[config.mk]
export PLATFORM = sky130hd
export DESIGN_NAME = one_wire_byte_master_top
export DESIGN_NICKNAME = d
export VERILOG_FILES = /design/src/sv/owbm_pkg.sv /design/src/sv/owbm_cfg.sv /design/src/sv/owbm_core.sv /design/src/sv/one_wire_byte_master_top.sv
export SDC_FILE = /design/constraint.sdc
export NUM_CORES = 1
export LEC_CHECK = 0
export BUFFER_PORTS_ARGS = -buffer_cell sky130_fd_sc_hd__buf_4
export CAP_MARGIN = 20
export CORE_MARGIN = 8
export CORE_UTILIZATION = 45
export DETAILED_ROUTE_END_ITERATION = 8
export GPL_ROUTABILITY_DRIVEN = 1
export HOLD_SLACK_MARGIN = 0.1
export PLACE_DENSITY_LB_ADDON = 0.08
export SETUP_SLACK_MARGIN = 0.5
export SYNTH_ARGS = -nofsm -noshare
export SYNTH_HDL_FRONTEND = slang
export SYNTH_HIERARCHICAL = 1
export SYNTH_SLANG_ARGS = --single-unit
export TNS_END_PERCENT = 5
[constraint.sdc]
create_clock -name i_clk -period 5.68 [get_ports i_clk]
set_input_delay 1.704 -clock i_clk [delete_from_list [all_inputs] [get_ports i_clk]]
set_output_delay 1.704 -clock i_clk [all_outputs]
set_load 0.1 [all_outputs]
[src/sv/owbm_pkg.sv]
`default_nettype none
package owbm_pkg;

    localparam int TIMER_BITS = 16;
    localparam int CFG_BITS   = 16;
    localparam int IDX_BITS   = 3;

    typedef enum logic [3:0] {
        PH_IDLE      = 4'd0,
        PH_RST_LOW   = 4'd1,
        PH_RST_WATCH = 4'd2,
        PH_RST_REC   = 4'd3,
        PH_WR_FIRST  = 4'd4,
        PH_WR_SECOND = 4'd5,
        PH_RD_LOW    = 4'd6,
        PH_RD_WAIT   = 4'd7
    } t_phase;

    typedef enum logic [1:0] {
        FUNC_RESET = 2'd0,
        FUNC_WRITE = 2'd1,
        FUNC_READ  = 2'd2
    } t_func;

    typedef enum logic [IDX_BITS-1:0] {
        CFG_PULSE      = 3'd0,
        CFG_HALF_SLOT  = 3'd1,
        CFG_READ_WAIT  = 3'd2,
        CFG_RESET_LOW  = 3'd3,
        CFG_PRES_WIN   = 3'd4
    } t_cfg_idx;

    localparam logic [CFG_BITS-1:0] RST_PULSE     = 16'd50;
    localparam logic [CFG_BITS-1:0] RST_HALF_SLOT = 16'd2500;
    localparam logic [CFG_BITS-1:0] RST_READ_WAIT = 16'd2500;
    localparam logic [CFG_BITS-1:0] RST_RESET_LOW = 16'd30000;
    localparam logic [CFG_BITS-1:0] RST_PRES_WIN  = 16'd5000;

    typedef struct packed {
        logic [CFG_BITS-1:0] pulse;
        logic [CFG_BITS-1:0] half_slot;
        logic [CFG_BITS-1:0] read_wait;
        logic [CFG_BITS-1:0] reset_low;
        logic [CFG_BITS-1:0] pres_win;
    } t_cfg;

    typedef struct packed {
        logic       start_req;
        logic [1:0] func;
        logic [7:0] tx_byte;
        logic       line_in;
    } t_item;

    typedef struct packed {
        logic       drive_low;
        logic       busy_res;
        logic       done_res;
        logic [7:0] rx_byte;
        logic       presence_ok;
    } t_res;

    // zero reads as one, wide values saturate to the timer range
    function automatic logic [TIMER_BITS-1:0] eff_len(input logic [CFG_BITS-1:0] v);
        logic [TIMER_BITS-1:0] r;
        if (v == '0) begin
            r = TIMER_BITS'(1);
        end else if (CFG_BITS > TIMER_BITS && (v >> TIMER_BITS) != '0) begin
            r = '1;
        end else begin
            r = TIMER_BITS'(v);
        end
        return r;
    endfunction

endpackage
`default_nettype wire

[src/sv/owbm_cfg.sv]
`default_nettype none
module owbm_cfg (
    input  wire                          i_clk,
    input  wire                          i_rst_n,
    input  wire                          i_cfg_valid,
    output logic                         o_cfg_ready,
    input  wire  [owbm_pkg::IDX_BITS-1:0] i_cfg_index,
    input  wire  [owbm_pkg::CFG_BITS-1:0] i_cfg_data,
    output owbm_pkg::t_cfg               o_cfg
);
    import owbm_pkg::*;

    t_cfg r_cfg;
    t_cfg n_cfg;

    assign o_cfg_ready = 1'b1;
    assign o_cfg       = r_cfg;

    always_comb begin
        n_cfg = r_cfg;
        if (i_cfg_valid) begin
            case (i_cfg_index)
                CFG_PULSE:     n_cfg.pulse     = i_cfg_data;
                CFG_HALF_SLOT: n_cfg.half_slot = i_cfg_data;
                CFG_READ_WAIT: n_cfg.read_wait = i_cfg_data;
                CFG_RESET_LOW: n_cfg.reset_low = i_cfg_data;
                CFG_PRES_WIN:  n_cfg.pres_win  = i_cfg_data;
                default:       n_cfg           = r_cfg;
            endcase
        end
    end

    always_ff @(posedge i_clk) begin
        if (!i_rst_n) begin
            r_cfg.pulse     <= RST_PULSE;
            r_cfg.half_slot <= RST_HALF_SLOT;
            r_cfg.read_wait <= RST_READ_WAIT;
            r_cfg.reset_low <= RST_RESET_LOW;
            r_cfg.pres_win  <= RST_PRES_WIN;
        end else begin
            r_cfg <= n_cfg;
        end
    end

endmodule
`default_nettype wire

[src/sv/owbm_core.sv]
`default_nettype none
module owbm_core (
    input  wire             i_clk,
    input  wire             i_rst_n,
    input  wire             i_step,
    input  owbm_pkg::t_item i_item,
    input  owbm_pkg::t_cfg  i_cfg,
    output owbm_pkg::t_res  o_res
);
    import owbm_pkg::*;

    t_phase                r_phase, n_phase;
    logic [TIMER_BITS-1:0] r_timer, n_timer;
    logic [2:0]            r_bit,   n_bit;
    logic [7:0]            r_shift, n_shift;
    logic                  r_pres,  n_pres;
    logic [7:0]            r_rx,    n_rx;

    logic                  w_start;
    t_phase                w_phase;
    logic [TIMER_BITS-1:0] w_timer;
    logic [2:0]            w_bit;
    logic [7:0]            w_shift;
    logic [7:0]            w_sampled;
    logic                  w_pres;
    logic [TIMER_BITS-1:0] w_len;
    logic                  w_end;
    logic                  w_last_bit;

    // latch a new operation when idle
    always_comb begin
        w_start = (r_phase == PH_IDLE) && i_item.start_req;
        w_phase = r_phase;
        w_shift = r_shift;
        w_pres  = r_pres;
        case (i_item.func)
            FUNC_RESET: begin
                if (w_start) begin
                    w_phase = PH_RST_LOW;
                    w_pres  = 1'b0;
                end
            end
            FUNC_WRITE: begin
                if (w_start) begin
                    w_phase = PH_WR_FIRST;
                    w_shift = i_item.tx_byte;
                end
            end
            FUNC_READ: begin
                if (w_start) begin
                    w_phase = PH_RD_LOW;
                    w_shift = 8'h00;
                end
            end
            default: w_start = 1'b0;
        endcase
        w_timer    = w_start ? '0 : r_timer;
        w_bit      = w_start ? 3'd0 : r_bit;
        w_last_bit = (w_bit == 3'd7);
    end

    always_comb begin
        case (w_phase)
            PH_RST_LOW, PH_RST_REC:    w_len = eff_len(i_cfg.reset_low);
            PH_RST_WATCH:              w_len = eff_len(i_cfg.pres_win);
            PH_WR_FIRST, PH_WR_SECOND: w_len = eff_len(i_cfg.half_slot);
            PH_RD_LOW:                 w_len = eff_len(i_cfg.pulse);
            default:                   w_len = eff_len(i_cfg.read_wait);
        endcase
        w_end = ({1'b0, w_timer} + (TIMER_BITS+1)'(1)) >= {1'b0, w_len};
        w_sampled = ((w_phase == PH_RD_WAIT) && (w_timer == '0))
                  ? {i_item.line_in, w_shift[7:1]} : w_shift;
    end

    // next state
    always_comb begin
        n_phase = w_phase;
        n_timer = w_timer;
        n_bit   = w_bit;
        n_shift = w_sampled;
        n_pres  = w_pres | ((w_phase == PH_RST_WATCH) && !i_item.line_in);
        n_rx    = r_rx;
        if (w_phase != PH_IDLE) begin
            n_timer = w_end ? '0 : w_timer + TIMER_BITS'(1);
            if (w_end) begin
                case (w_phase)
                    PH_RST_LOW:   n_phase = PH_RST_WATCH;
                    PH_RST_WATCH: n_phase = PH_RST_REC;
                    PH_RST_REC:   n_phase = PH_IDLE;
                    PH_WR_FIRST:  n_phase = PH_WR_SECOND;
                    PH_WR_SECOND: begin
                        n_shift = {1'b0, w_sampled[7:1]};
                        n_phase = w_last_bit ? PH_IDLE : PH_WR_FIRST;
                        n_bit   = w_bit + 3'd1;
                    end
                    PH_RD_LOW:    n_phase = PH_RD_WAIT;
                    PH_RD_WAIT: begin
                        if (w_last_bit) begin
                            n_rx = w_sampled;
                        end
                        n_phase = w_last_bit ? PH_IDLE : PH_RD_LOW;
                        n_bit   = w_bit + 3'd1;
                    end
                    default:      n_phase = PH_IDLE;
                endcase
            end
        end
    end

    // outputs
    always_comb begin
        o_res.busy_res    = (w_phase != PH_IDLE);
        o_res.drive_low   = 1'b0;
        o_res.done_res    = 1'b0;
        o_res.rx_byte     = n_rx;
        o_res.presence_ok = n_pres;
        case (w_phase)
            PH_RST_LOW, PH_RD_LOW: o_res.drive_low = 1'b1;
            PH_WR_FIRST: o_res.drive_low = w_shift[0] ? (w_timer < eff_len(i_cfg.pulse)) : 1'b1;
            PH_RST_REC:   o_res.done_res = w_end;
            PH_WR_SECOND, PH_RD_WAIT: o_res.done_res = w_end && w_last_bit;
            default:      o_res.drive_low = 1'b0;
        endcase
    end

    always_ff @(posedge i_clk) begin
        if (!i_rst_n) begin
            r_phase <= PH_IDLE;
            r_timer <= '0;
            r_bit   <= 3'd0;
            r_shift <= 8'h00;
            r_pres  <= 1'b0;
            r_rx    <= 8'h00;
        end else if (i_step) begin
            r_phase <= n_phase;
            r_timer <= n_timer;
            r_bit   <= n_bit;
            r_shift <= n_shift;
            r_pres  <= n_pres;
            r_rx    <= n_rx;
        end
    end

endmodule
`default_nettype wire

[src/sv/one_wire_byte_master_top.sv]
// A request is held in the input register, then its result in the result register.
// Throughput: one request per cycle while results are taken; a stalled result holds the input.
// Each request is one bus tick; the bus sequencer state advances once per request.
// Reset (synchronous, active low) returns the sequencer to idle, clears read and
// presence status and loads the default timing registers.
`default_nettype none
module one_wire_byte_master_top (
    input  wire                           i_clk,
    input  wire                           i_rst_n,
    input  wire                           i_in_valid,
    output logic                          o_in_ready,
    input  wire                           i_start_req,
    input  wire  [1:0]                    i_func,
    input  wire  [7:0]                    i_tx_byte,
    input  wire                           i_line_in,
    output logic                          o_out_valid,
    input  wire                           i_out_ready,
    output logic                          o_drive_low,
    output logic                          o_busy_res,
    output logic                          o_done_res,
    output logic [7:0]                    o_rx_byte,
    output logic                          o_presence_ok,
    input  wire                           i_cfg_valid,
    output logic                          o_cfg_ready,
    input  wire  [owbm_pkg::IDX_BITS-1:0] i_cfg_index,
    input  wire  [owbm_pkg::CFG_BITS-1:0] i_cfg_data
);
    import owbm_pkg::*;

    t_cfg  w_cfg;
    t_res  w_res;
    t_item r_item;
    t_res  r_res;
    logic  r_in_valid;
    logic  r_out_valid;
    logic  w_advance;

    owbm_cfg u_cfg (
        .i_clk       (i_clk),
        .i_rst_n     (i_rst_n),
        .i_cfg_valid (i_cfg_valid),
        .o_cfg_ready (o_cfg_ready),
        .i_cfg_index (i_cfg_index),
        .i_cfg_data  (i_cfg_data),
        .o_cfg       (w_cfg)
    );

    owbm_core u_core (
        .i_clk   (i_clk),
        .i_rst_n (i_rst_n),
        .i_step  (w_advance),
        .i_item  (r_item),
        .i_cfg   (w_cfg),
        .o_res   (w_res)
    );

    assign w_advance  = r_in_valid && (!r_out_valid || i_out_ready);
    assign o_in_ready = !r_in_valid || w_advance;

    always_ff @(posedge i_clk) begin
        if (!i_rst_n) begin
            r_in_valid  <= 1'b0;
            r_out_valid <= 1'b0;
        end else begin
            if (o_in_ready) begin
                r_in_valid <= i_in_valid;
            end
            if (w_advance) begin
                r_out_valid <= 1'b1;
            end else if (i_out_ready) begin
                r_out_valid <= 1'b0;
            end
        end
    end

    // hold payloads until the next request moves in
    always_ff @(posedge i_clk) begin
        if (o_in_ready && i_in_valid) begin
            r_item.start_req <= i_start_req;
            r_item.func      <= i_func;
            r_item.tx_byte   <= i_tx_byte;
            r_item.line_in   <= i_line_in;
        end
        if (w_advance) begin
            r_res <= w_res;
        end
    end

    assign o_out_valid   = r_out_valid;
    assign o_drive_low   = r_res.drive_low;
    assign o_busy_res    = r_res.busy_res;
    assign o_done_res    = r_res.done_res;
    assign o_rx_byte     = r_res.rx_byte;
    assign o_presence_ok = r_res.presence_ok;

endmodule
`default_nettype wire

==> results of run 1 <==
[power breakdown]
| group | total, mW | switching (mW) | internal (mW) |
|---|---|---|---|
| logic | 0.337 | 0.219 | 0.118 |
| registers | 1.11 | 0.0272 | 1.08 |
| clock network | 1.10 | 0.467 | 0.638 |
| total | 2.55 | 0.713 | 1.84 |
[kinds of logic after synthesis]
logic type	synth area share
XOR/XNOR	0.01375
AO/OA/AOI/OAI	0.1500
other	0.0004528
buffers and inverters	0.05393
AND/OR/NAND/NOR	0.2008
multiplexers	0.1402
adder cells (fa/ha/maj)	0.05892
flip-flops	0.3819
[final timing paths]
kind | to | slack, ns | startpoint | cells after the start
min | u_core/r_pres | 0.48 | u_core/r_pres | 2
max | o_rx_byte[7] | 0.78 | r_item[9] | 16
min reg2reg | u_core/r_pres | 0.48 | u_core/r_pres | 2
max reg2reg | o_rx_byte[7] | 0.78 | r_item[9] | 16
[per-layer routing]
| layer | wire [um] | global-route usage | up-vias |
|---|---|---|---|
| li1 | - | - | 3365 |
| met1 | 10620 | 0.2725 | 3398 |
| met2 | 11340 | 0.3524 | 244 |
| met3 | 1376 | 0.04158 | 26 |
| met4 | 361 | 0.06516 | 0 |
| met5 | 0 | 0 | - |
[critical path, stage by stage (launching register included)]
cell and delay [ns]:
edfxtp_1 0.42, ha_1 0.31, or3b_1 0.48, o31a_2 0.46
a21oi_2 0.19, nor2b_1 0.24, nor3_2 0.06, and2_1 0.30
a221oi_1 0.32, ha_1 0.30, a21oi_1 0.18, nor2_1 0.06
a2111oi_1 0.35, nor2_2 0.22, o2111ai_4 0.26, buf_12 0.16
mux2_1 0.33
[stage by stage]
stage / hold slack (ns) / power (mW) / setup slack, ns
3_5_place_dp: 0.4572 / 1.459 / 0.2591
5_1_grt: 0.5063 / 2.645 / 0.4982
6_report: 0.4778 / 2.551 / 0.7814
4_1_cts: 0.4716 / 2.562 / 0.5307
3_3_place_gp: 0.4436 / 1.451 / 0.4737
2_1_floorplan: 0.4345 / 1.356 / 0.9656
[cells in the mapped netlist, types with 17 or more instances]
| library cell | number |
|---|---|
| nand2_1 | 123 |
| dfxtp_1 | 122 |
| mux2i_1 | 107 |
| nor2b_1 | 44 |
| a21oi_1 | 41 |
| nor2_1 | 41 |
| inv_1 | 40 |
| ha_1 | 39 |
| clkbuf_1 | 34 |
| a22oi_1 | 32 |
| o21ai_0 | 25 |
| edfxtp_1 | 24 |
| nor4_1 | 22 |
| nand4_1 | 17 |
[state kept, by name, indices dropped and copies added (netlist names)]
name	cells
o_rx_byte	8
u_core/r_timer	16
o_done_res	1
r_in_valid	1
o_busy_res	1
o_out_valid	1
u_core/r_bit	3
u_core/r_pres	1
o_presence_ok	1
r_item	12
u_core/r_shift	8
u_cfg/o_cfg	80
u_core/r_phase	4
u_core/r_rx	8
o_drive_low	1
[cell type report]
class,instances,area share
clock buffer,21,0.04858
clock inverter,11,0.01188
inverter,41,0.01624
multi-input combinational,666,0.5034
sequential,146,0.3337
tap,229,0.03023
timing repair buffer,69,0.05597
[timing repair]
action / in CTS / in global routing
pin swaps: 0 / 3
resized for setup: 6 / 10
endpoints found under the setup margin: 40 / 47
setup buffers: 0 / 2
==> metrics.md, run 1 <==
| Metric | Value |
|---|---|
| Top cell type's share of synthesized area | 0.2949 |
| Number of CTS-inserted buffers | 17 |
| Iter 0 DRT Violations | 664 |
| Largest net degree at the start of global routing | 97 |
| Synth top area cells | dfxtp_1 (29%), mux2i_1 (13%), edfxtp_1 (8.7%) |
| Hold buffers post-CTS | 0 |
| F_max | 0.2041 GHz |
| DR vias | 7033 |
| Reg area | 0.003163 mm^2 |
| GRT overflow | 0 |
| Tcrit/Tclk final | 0.8624 |
| Synth Net Count | 984 |
| Synthesized cell area | 0.008282 mm^2 |
| Worst Tran Pin Value | 1.057 ns |
| Crit path max fanout | 12 |
| Commonest cells after routing, fill and taps aside | dfxtp_1 (122), nand2_1 (122), mux2i_1 (107) |
| Final Hold Violating Endpoints | 0 |
| Largest area contributor in the synthesized netlist | dfxtp_1 |
| Synth warn | 6 |
| Clock Path Buffers | 2 |
| RSZ-0062 raised after global routing | no |
| Dpl cells | 1148 |
| ANT nets after route | 0 |
| FFs w/ async S/R, synth | 0 |
| Antenna violations before repair | 0 |
| Diode count | 0 |
| Post-synth EDFFs | 24 |
| Skew-Pair Late Insertion Delay | 0.43 ns |
| Setup CP Type | flop to flop |
| CTS tree | built |
| Die X | 151.7 um |
| Core area | 0.01802 mm^2 |
| Die area | 0.02300 mm^2 |
| DP HPWL | 17.71 mm |
| Cell Area, Placed | 0.008787 mm^2 |
| Crit. End Element | flop |
| Vias per inst | 5.945 |
| PwrDens | 269.1 mW/mm^2 |
| IO Pins | 51 |
| Skew final | 0.01198 ns |
| IO Port Bufs | 49 |
| WP data arrival | 5.07 ns |
| Relative slew slack | 0.2953 |
| Total GRT Usage | 0.2121 |
| Worst Path Required | 5.85 ns |
| Synth Area per Inst | 9.111 um^2 |
| WL/cell | 20.03 um |
| Core Rows | 49 |
| Post-synth cell types | 82 |
| Ys flop type | dfxtp_1 |
| Final setup violation count | 0 |
| Total Wirelength | 23.70 mm |
| Hold Path Class | flop to flop |
| TNS Setup | 0 ns |
| Status | finished, final reports clean |
| Nets | 1016 |
| Fin util | 0.5258 |
| First-pass GRT wire length | 37.85 mm |
| Final non-filler cell total | 1183 |
| Post-synthesis sequential area ratio | 0.3819 |
| Num Clock Sinks | 146 |
| Startpoint types | flop |
| Die height | 151.7 um |
| VDD IR-drop max | 0.2360 mV |
| Synth-to-layout area growth | 14.44% |
| Layout cells sized above 1 | 0.1331 |
| Multi-input gate area | 0.004771 mm^2 |
| 1st-pass router iterations | 5 |
| Max-Cap Viols | 0 |
| Mapped Cells | 909 |
| Gpl congestion | 0.9401 |
| Final Cell Area | 0.009478 mm^2 |
| LEAKAGE | 4.116 nW |
| Initial core utilization | 0.4595 |
| Layout fillers | 1688 |
| Fin crit period | 4.899 ns |
| Number of global-route vias before repair | 6794 |
| Fin. max-slew vios | 0 |
| Root buffer cell | clkbuf_16 |
| Seq cells post-synth | 146 |
| CTS H-tree depth | 4 |
| # DRC | 0 |
| CTS clock-pin slew for the worst setup and hold paths | 0.06 ns |
Note: power is estimated with default switching activity, not from simulation.
==> inputs of run 2 (changes only) <==
--- a/config.mk
+++ b/config.mk
@@ -7,8 +7,10 @@
 export LEC_CHECK = 0
 export BUFFER_PORTS_ARGS = -buffer_cell sky130_fd_sc_hd__buf_4
 export CAP_MARGIN = 20
+export CELL_PAD_IN_SITES_DETAIL_PLACEMENT = 2
+export CELL_PAD_IN_SITES_GLOBAL_PLACEMENT = 2
 export CORE_MARGIN = 8
-export CORE_UTILIZATION = 45
+export CORE_UTILIZATION = 39
 export DETAILED_ROUTE_END_ITERATION = 8
 export GPL_ROUTABILITY_DRIVEN = 1
 export HOLD_SLACK_MARGIN = 0.1
==> metrics.md, run 2 (synthesis results as in run 1) <==
| Metric | Value |
|---|---|
| Worst Path Required | 5.99 ns |
| Commonest cells after routing, fill and taps aside | nand2_1 (123), dfxtp_1 (122), mux2i_1 (107) |
| Core area | 0.02096 mm^2 |
| CTS clock-pin slew for the worst setup and hold paths | 0.07 ns |
| CTS tree | built |
| Setup WS post-layout | 0.6292 ns |
| Fin. max-slew vios | 0 |
| Relative slew slack | 0.3079 |
| R2R Path Start | r_item[9] |
| Initial core utilization | 0.3952 |
| Fin crit period | 5.051 ns |
| DP HPWL | 21.64 mm |
| Crit path max fanout | 9 |
| Nets | 1022 |
| WL/cell | 23.13 um |
| WHS Endpoint | u_core/r_bit[2] |
| Gpl congestion | 0.8644 |
| Skew final | 0.01322 ns |
| Layout cells sized above 1 | 0.1417 |
| Max-Cap Viols | 0 |
| Crit. End Element | flop |
| # DRC | 0 |
| Tcrit/Tclk final | 0.8892 |
| Diode count | 0 |
| Skew-Pair Late Insertion Delay | 0.43 ns |
| Final setup violation count | 0 |
| Worst Tran Pin Value | 1.038 ns |
| Largest net degree at the start of global routing | 68 |
| Status | finished, final reports clean |
| PwrDens | 273.5 mW/mm^2 |
| Reg2Reg Setup Slack | 0.63 ns |
| Root buffer cell | clkbuf_16 |
| WP data arrival | 5.36 ns |
| R2R depth | 19 |
| GRT overflow | 0 |
| Die area | 0.02615 mm^2 |
| 1st-pass router iterations | 4 |
| Clock Path Buffers | 2 |
| RSZ-0062 raised after global routing | no |
| CP startpoint | r_item[9] |
| Final Hold Violating Endpoints | 0 |
| Hold Path Depth | 2 |
| LEAKAGE | 4.141 nW |
| Num Clock Sinks | 146 |
| CTS H-tree depth | 4 |
| Total GRT Usage | 0.2189 |
| Number of flip-flops in the largest register | 80 |
| DR vias | 7231 |
| Vias per inst | 5.855 |
| Die X | 161.7 um |
| Number of global-route vias before repair | 7904 |
| Most common cell after layout, fill and taps aside | nand2_1 |
| R2R Path End | u_core/r_shift[5] |
| VDD IR-drop max | 0.1899 mV |
| Number of CTS-inserted buffers | 17 |
| Die height | 161.7 um |
| IO Pins | 51 |
| Hold Path Class | flop to flop |
| Hold buffers post-CTS | 0 |
| Iter 0 DRT Violations | 325 |
| IO Port Bufs | 49 |
| TNS Setup | 0 ns |
| First-pass GRT wire length | 44.86 mm |
| Synth-to-layout area growth | 15.95% |
| Setup CP Type | flop to flop |
| ANT nets after route | 0 |
| HP Start | u_core/r_bit[2] |
| Core Rows | 53 |
| Total Wirelength | 28.57 mm |
| Antenna violations before repair | 0 |
| Startpoint types | flop |
| F_max | 0.1980 GHz |
| Dpl ws | 0.4090 ns |
## run 2: cell type report
type	count	area (um^2)
Clock buffer	21	481.7
Timing Repair Buffer	75	575.6
Sequential cell	146	3163
Multi-Input combinational cell	666	4772
Clock inverter	11	112.6
Inverter	41	153.9
Tap cell	275	344.1
Fill cell	2239	11350
## run 2: per-stage QoR
| step | cells | util | instance area [um^2] | power, mW | hold WS, ns |
|---|---|---|---|---|---|
| global route | 1235 | 0.4583 | 9603 | 2.722 | 0.4977 |
| detailed placement | 1198 | 0.4235 | 8875 | 1.483 | 0.4699 |
| finish | 1235 | 0.4583 | 9603 | 2.627 | 0.4803 |
| floorplan | 909 | - | 8282 | 1.356 | 0.4345 |
| global placement | 1197 | 0.4232 | 8867 | 1.466 | 0.4488 |
| CTS | 1230 | 0.4522 | 9477 | 2.640 | 0.4823 |
## run 2: where the power goes
part / leakage (nW) / internal, mW / switching [mW]
combinational: 2.64 / 0.122 / 0.239
clock: 0.289 / 0.664 / 0.492
sequential: 1.21 / 1.08 / 0.0283
total: 4.14 / 1.87 / 0.760
## run 2: worst max-delay path by stage
stage                             end  slack (ns)  cells past startpoint
floorplan                o_rx_byte[0]        0.97                     19
global placement    u_core/r_timer[7]        0.55                     19
detailed placement     u_core/r_rx[4]        0.41                     18
CTS                      o_rx_byte[0]        0.38                     15
global route           u_core/r_rx[1]        0.47                     18
finish              u_core/r_shift[5]        0.63                     19
## run 2: what timing repair did
item / in CTS / in global routing
hold endpoints to repair: 0 / 0
buffers inserted: 0 / 4
setup endpoints to repair: 40 / 47
gates resized for setup: 1 / 17
pin swaps: 0 / 2
## run 2: metal layers
metal,track usage,up-vias,part of all wire
met4,0.06608,0,0.018
met3,0.03721,37,0.028
met1,0.2631,3684,0.45
met2,0.3921,137,0.50
met5,0,-,0
li1,-,3373,-
## run 2: worst max-delay path, cell delays in order, from the launching register on
cell	delay, ns
edfxtp_1	0.42
ha_1	0.31
or3b_4	0.45
o31a_2	0.44
a21oi_2	0.21
nor2b_2	0.22
nor3_2	0.07
and2_1	0.21
buf_4	0.19
a21oi_1	0.27
ha_1	0.31
a21o_1	0.18
a21o_1	0.17
a32oi_1	0.26
nand3_2	0.21
buf_4	0.23
o211ai_4	0.30
buf_4	0.20
mux2i_1	0.18
a21oi_1	0.08
==> inputs of run 3 (changes only) <==
--- a/config.mk
+++ b/config.mk
@@ -5,12 +5,13 @@
 export SDC_FILE = /design/constraint.sdc
 export NUM_CORES = 1
 export LEC_CHECK = 0
+export ABC_AREA = 1
 export BUFFER_PORTS_ARGS = -buffer_cell sky130_fd_sc_hd__buf_4
 export CAP_MARGIN = 20
 export CELL_PAD_IN_SITES_DETAIL_PLACEMENT = 2
 export CELL_PAD_IN_SITES_GLOBAL_PLACEMENT = 2
 export CORE_MARGIN = 8
-export CORE_UTILIZATION = 39
+export CORE_UTILIZATION = 35
 export DETAILED_ROUTE_END_ITERATION = 8
 export GPL_ROUTABILITY_DRIVEN = 1
 export HOLD_SLACK_MARGIN = 0.1
==> metrics.md, run 3 <==
| Metric | Value |
|---|---|
| Dpl cells | 1576 |
| Seq cells post-synth | 146 |
| Reg area | 0.003163 mm^2 |
| HP Start | u_cfg/o_cfg[65] |
| Most common cell after layout, fill and taps aside | nand2_1 |
| Synth warn | 6 |
| WP data arrival | 4.97 ns |
| Largest net degree at the start of global routing | 62 |
| DR vias | 8384 |
| Final Hold Violating Endpoints | 0 |
| Fin. max-slew vios | 0 |
| Crit path max fanout | 21 |
| WL/cell | 20.16 um |
| Total GRT Usage | 0.2185 |
| LEAKAGE | 4.452 nW |
| Combinational share of power | 0.194 |
| Crit. End Element | flop |
| Worst Path Required | 5.86 ns |
| Status | finished, final reports clean |
| Worst Tran Pin Value | 0.9579 ns |
| Synth top cells by count | nand2_1 (321), nor2_1 (167), nand3_1 (139) |
| Die height | 172.6 um |
| R2R depth | 25 |
| CTS H-tree depth | 4 |
| Hold Path Depth | 2 |
| Layout cells sized above 1 | 0.1206 |
| Skew final | 0.01170 ns |
| Post-synth cell types | 46 |
| Core Rows | 57 |
| Tcrit/Tclk final | 0.8419 |
| Commonest cells after routing, fill and taps aside | nand2_1 (321), nor2_1 (167), nand3_1 (139) |
| DP HPWL | 24.43 mm |
| Synth Net Count | 1316 |
| Number of flip-flops in the largest register | 80 |
| Hold buffers post-CTS | 0 |
| Core area | 0.02418 mm^2 |
| F_max | 0.2091 GHz |
| Post-synthesis sequential area ratio | 0.3687 |
| TNS Setup | 0 ns |
| Sequential group share of total power | 0.397 |
| CTS clock-pin slew for the worst setup and hold paths | 0.07 ns |
| Pint | 1.944 mW |
| Setup CP Type | flop to flop |
| 1st-pass router iterations | 4 |
| ANT nets after route | 0 |
| Sw Ratio | 0.3229 |
| Clock power frac | 0.409 |
| Synthesized cell area | 0.008578 mm^2 |
| Initial core utilization | 0.3548 |
| Relative slew slack | 0.3607 |
| Final setup violation count | 0 |
| Top cell type's share of synthesized area | 0.2847 |
| Iter 0 DRT Violations | 385 |
| Ys flop type | dfxtp_1 |
| Hold Path Class | flop to flop |
| # DRC | 0 |
| Number of global-route vias before repair | 9077 |
| Num Clock Sinks | 146 |
| Layout fillers | 2965 |
| PwrDens | 293.4 mW/mm^2 |
| Die area | 0.02978 mm^2 |
| Vias per inst | 5.211 |
| Synth top area cells | dfxtp_1 (28%), nand2_1 (14%), edfxtp_1 (8.4%) |
| Fin crit period | 4.782 ns |
| Top-count cell post-synth | nand2_1 |
| Number of CTS-inserted buffers | 17 |
| IO Pins | 51 |
| Synth Area per Inst | 6.912 um^2 |
| Reg2Reg Setup Slack | 0.90 ns |
| R2R Path End | o_rx_byte[7] |
| VDD IR-drop max | 0.1695 mV |
| R2R Path Start | r_item[9] |
| FFs w/ async S/R, synth | 0 |
| Mapped Cells | 1241 |
| Skew-Pair Late Insertion Delay | 0.43 ns |
| First-pass GRT wire length | 51.96 mm |
| IO Port Bufs | 49 |
| Root buffer cell | clkbuf_16 |
| GRT overflow | 0 |
| Nets | 1347 |
| Gpl congestion | 0.8195 |
| Sw Pwr | 0.9271 mW |
| CTS tree | built |
| WHS Endpoint | u_cfg/o_cfg[65] |
| Startpoint types | flop |
| Die X | 172.6 um |
| Total Wirelength | 32.43 mm |
| Post-synth EDFFs | 24 |
| Multi-input gate area | 0.004613 mm^2 |
| Antenna violations before repair | 0 |
| Synth-to-layout area growth | 14.08% |
| Largest area contributor in the synthesized netlist | dfxtp_1 |
| RSZ-0062 raised after global routing | yes |
| Clock Path Buffers | 2 |
| Tot Pwr | 2.871 mW |
| Diode count | 0 |
| Final non-filler cell total | 1609 |
| Max-Cap Viols | 0 |
[run 3: area by class of cell]
class,count,share of cell area
Clock buffer,20,0.04667
Inverter,138,0.05357
Timing Repair Buffer,62,0.04884
Sequential cell,146,0.3232
Tap cell,324,0.04143
Multi-Input combinational cell,907,0.4714
Clock inverter,12,0.01483
[run 3: worst max-delay path by stage]
stage / startpoint / endpoint / cells past startpoint
after detailed placement: r_item[9] / u_core/r_rx[6] / 27
after global routing: r_item[10] / u_core/r_rx[6] / 27
after global placement: r_item[10] / u_core/r_timer[0] / 23
final: r_item[9] / o_rx_byte[7] / 25
after floorplan: i_out_ready / o_in_ready / 2
after CTS: r_item[9] / u_core/r_rx[1] / 32
[run 3: logic make-up (layout without fill, tap and decap cells)]
logic type,after synthesis,after routing,synth area share
buf+inv,188,232,0.09539
other cells,1,1,0.0004372
xor+xnor,14,14,0.01429
fa+ha+maj,39,39,0.05688
compound gates,146,146,0.09772
simple gates,707,707,0.3665
flops,146,146,0.3687
[run 3: worst max-delay path: stages, from the launching register on]
cell      delay (ns)
edfxtp_1        0.42
ha_1            0.22
inv_1           0.10
nand4_4         0.22
inv_4           0.10
nor2_1          0.27
ha_1            0.25
nand3_1         0.08
nor2_1          0.29
nand2_1         0.14
nor2_1          0.14
xor2_1          0.45
ha_1            0.34
a21oi_1         0.16
nor3_1          0.06
nor3_1          0.13
nand2_1         0.08
nand2_1         0.06
nand2_1         0.05
nand2_1         0.08
nand2_2         0.27
buf_4           0.29
nand2_4         0.12
inv_2           0.05
nand2_1         0.07
nand2_1         0.06
[run 3: power groups by stage]
stage	clock network [mW]	registers, mW	logic (mW)
3_3_place_gp	0	1.16	0.535
5_1_grt	1.24	1.14	0.619
6_report	1.18	1.14	0.557
4_1_cts	1.21	1.14	0.555
2_1_floorplan	0	1.18	0.357
3_5_place_dp	0	1.16	0.551
[run 3: repair_timing]
action	in CTS	in global routing
endpoints found under the setup margin	0	39
resized for setup	0	1
buffers inserted	0	1
hold endpoints to repair	0	0
[run 3: layer usage]
layer | track usage | routed length (um) | up-vias
met4 | 0.06379 | 654 | 0
met1 | 0.2637 | 14690 | 4156
met3 | 0.03398 | 776 | 34
met5 | 0 | 0 | -
met2 | 0.3932 | 16320 | 97
li1 | - | - | 4097
[run 3: per-stage QoR]
step	hold WS, ns	util	cell area (um^2)	setup slack (ns)
floorplan	0.4289	-	8578	1.726
global placement	0.4481	0.3789	9160	1.028
detailed placement	0.4600	0.3789	9160	0.8563
CTS	0.4721	0.4038	9762	0.8296
global route	0.4973	0.4048	9786	0.4094
finish	0.4702	0.4048	9786	0.8978
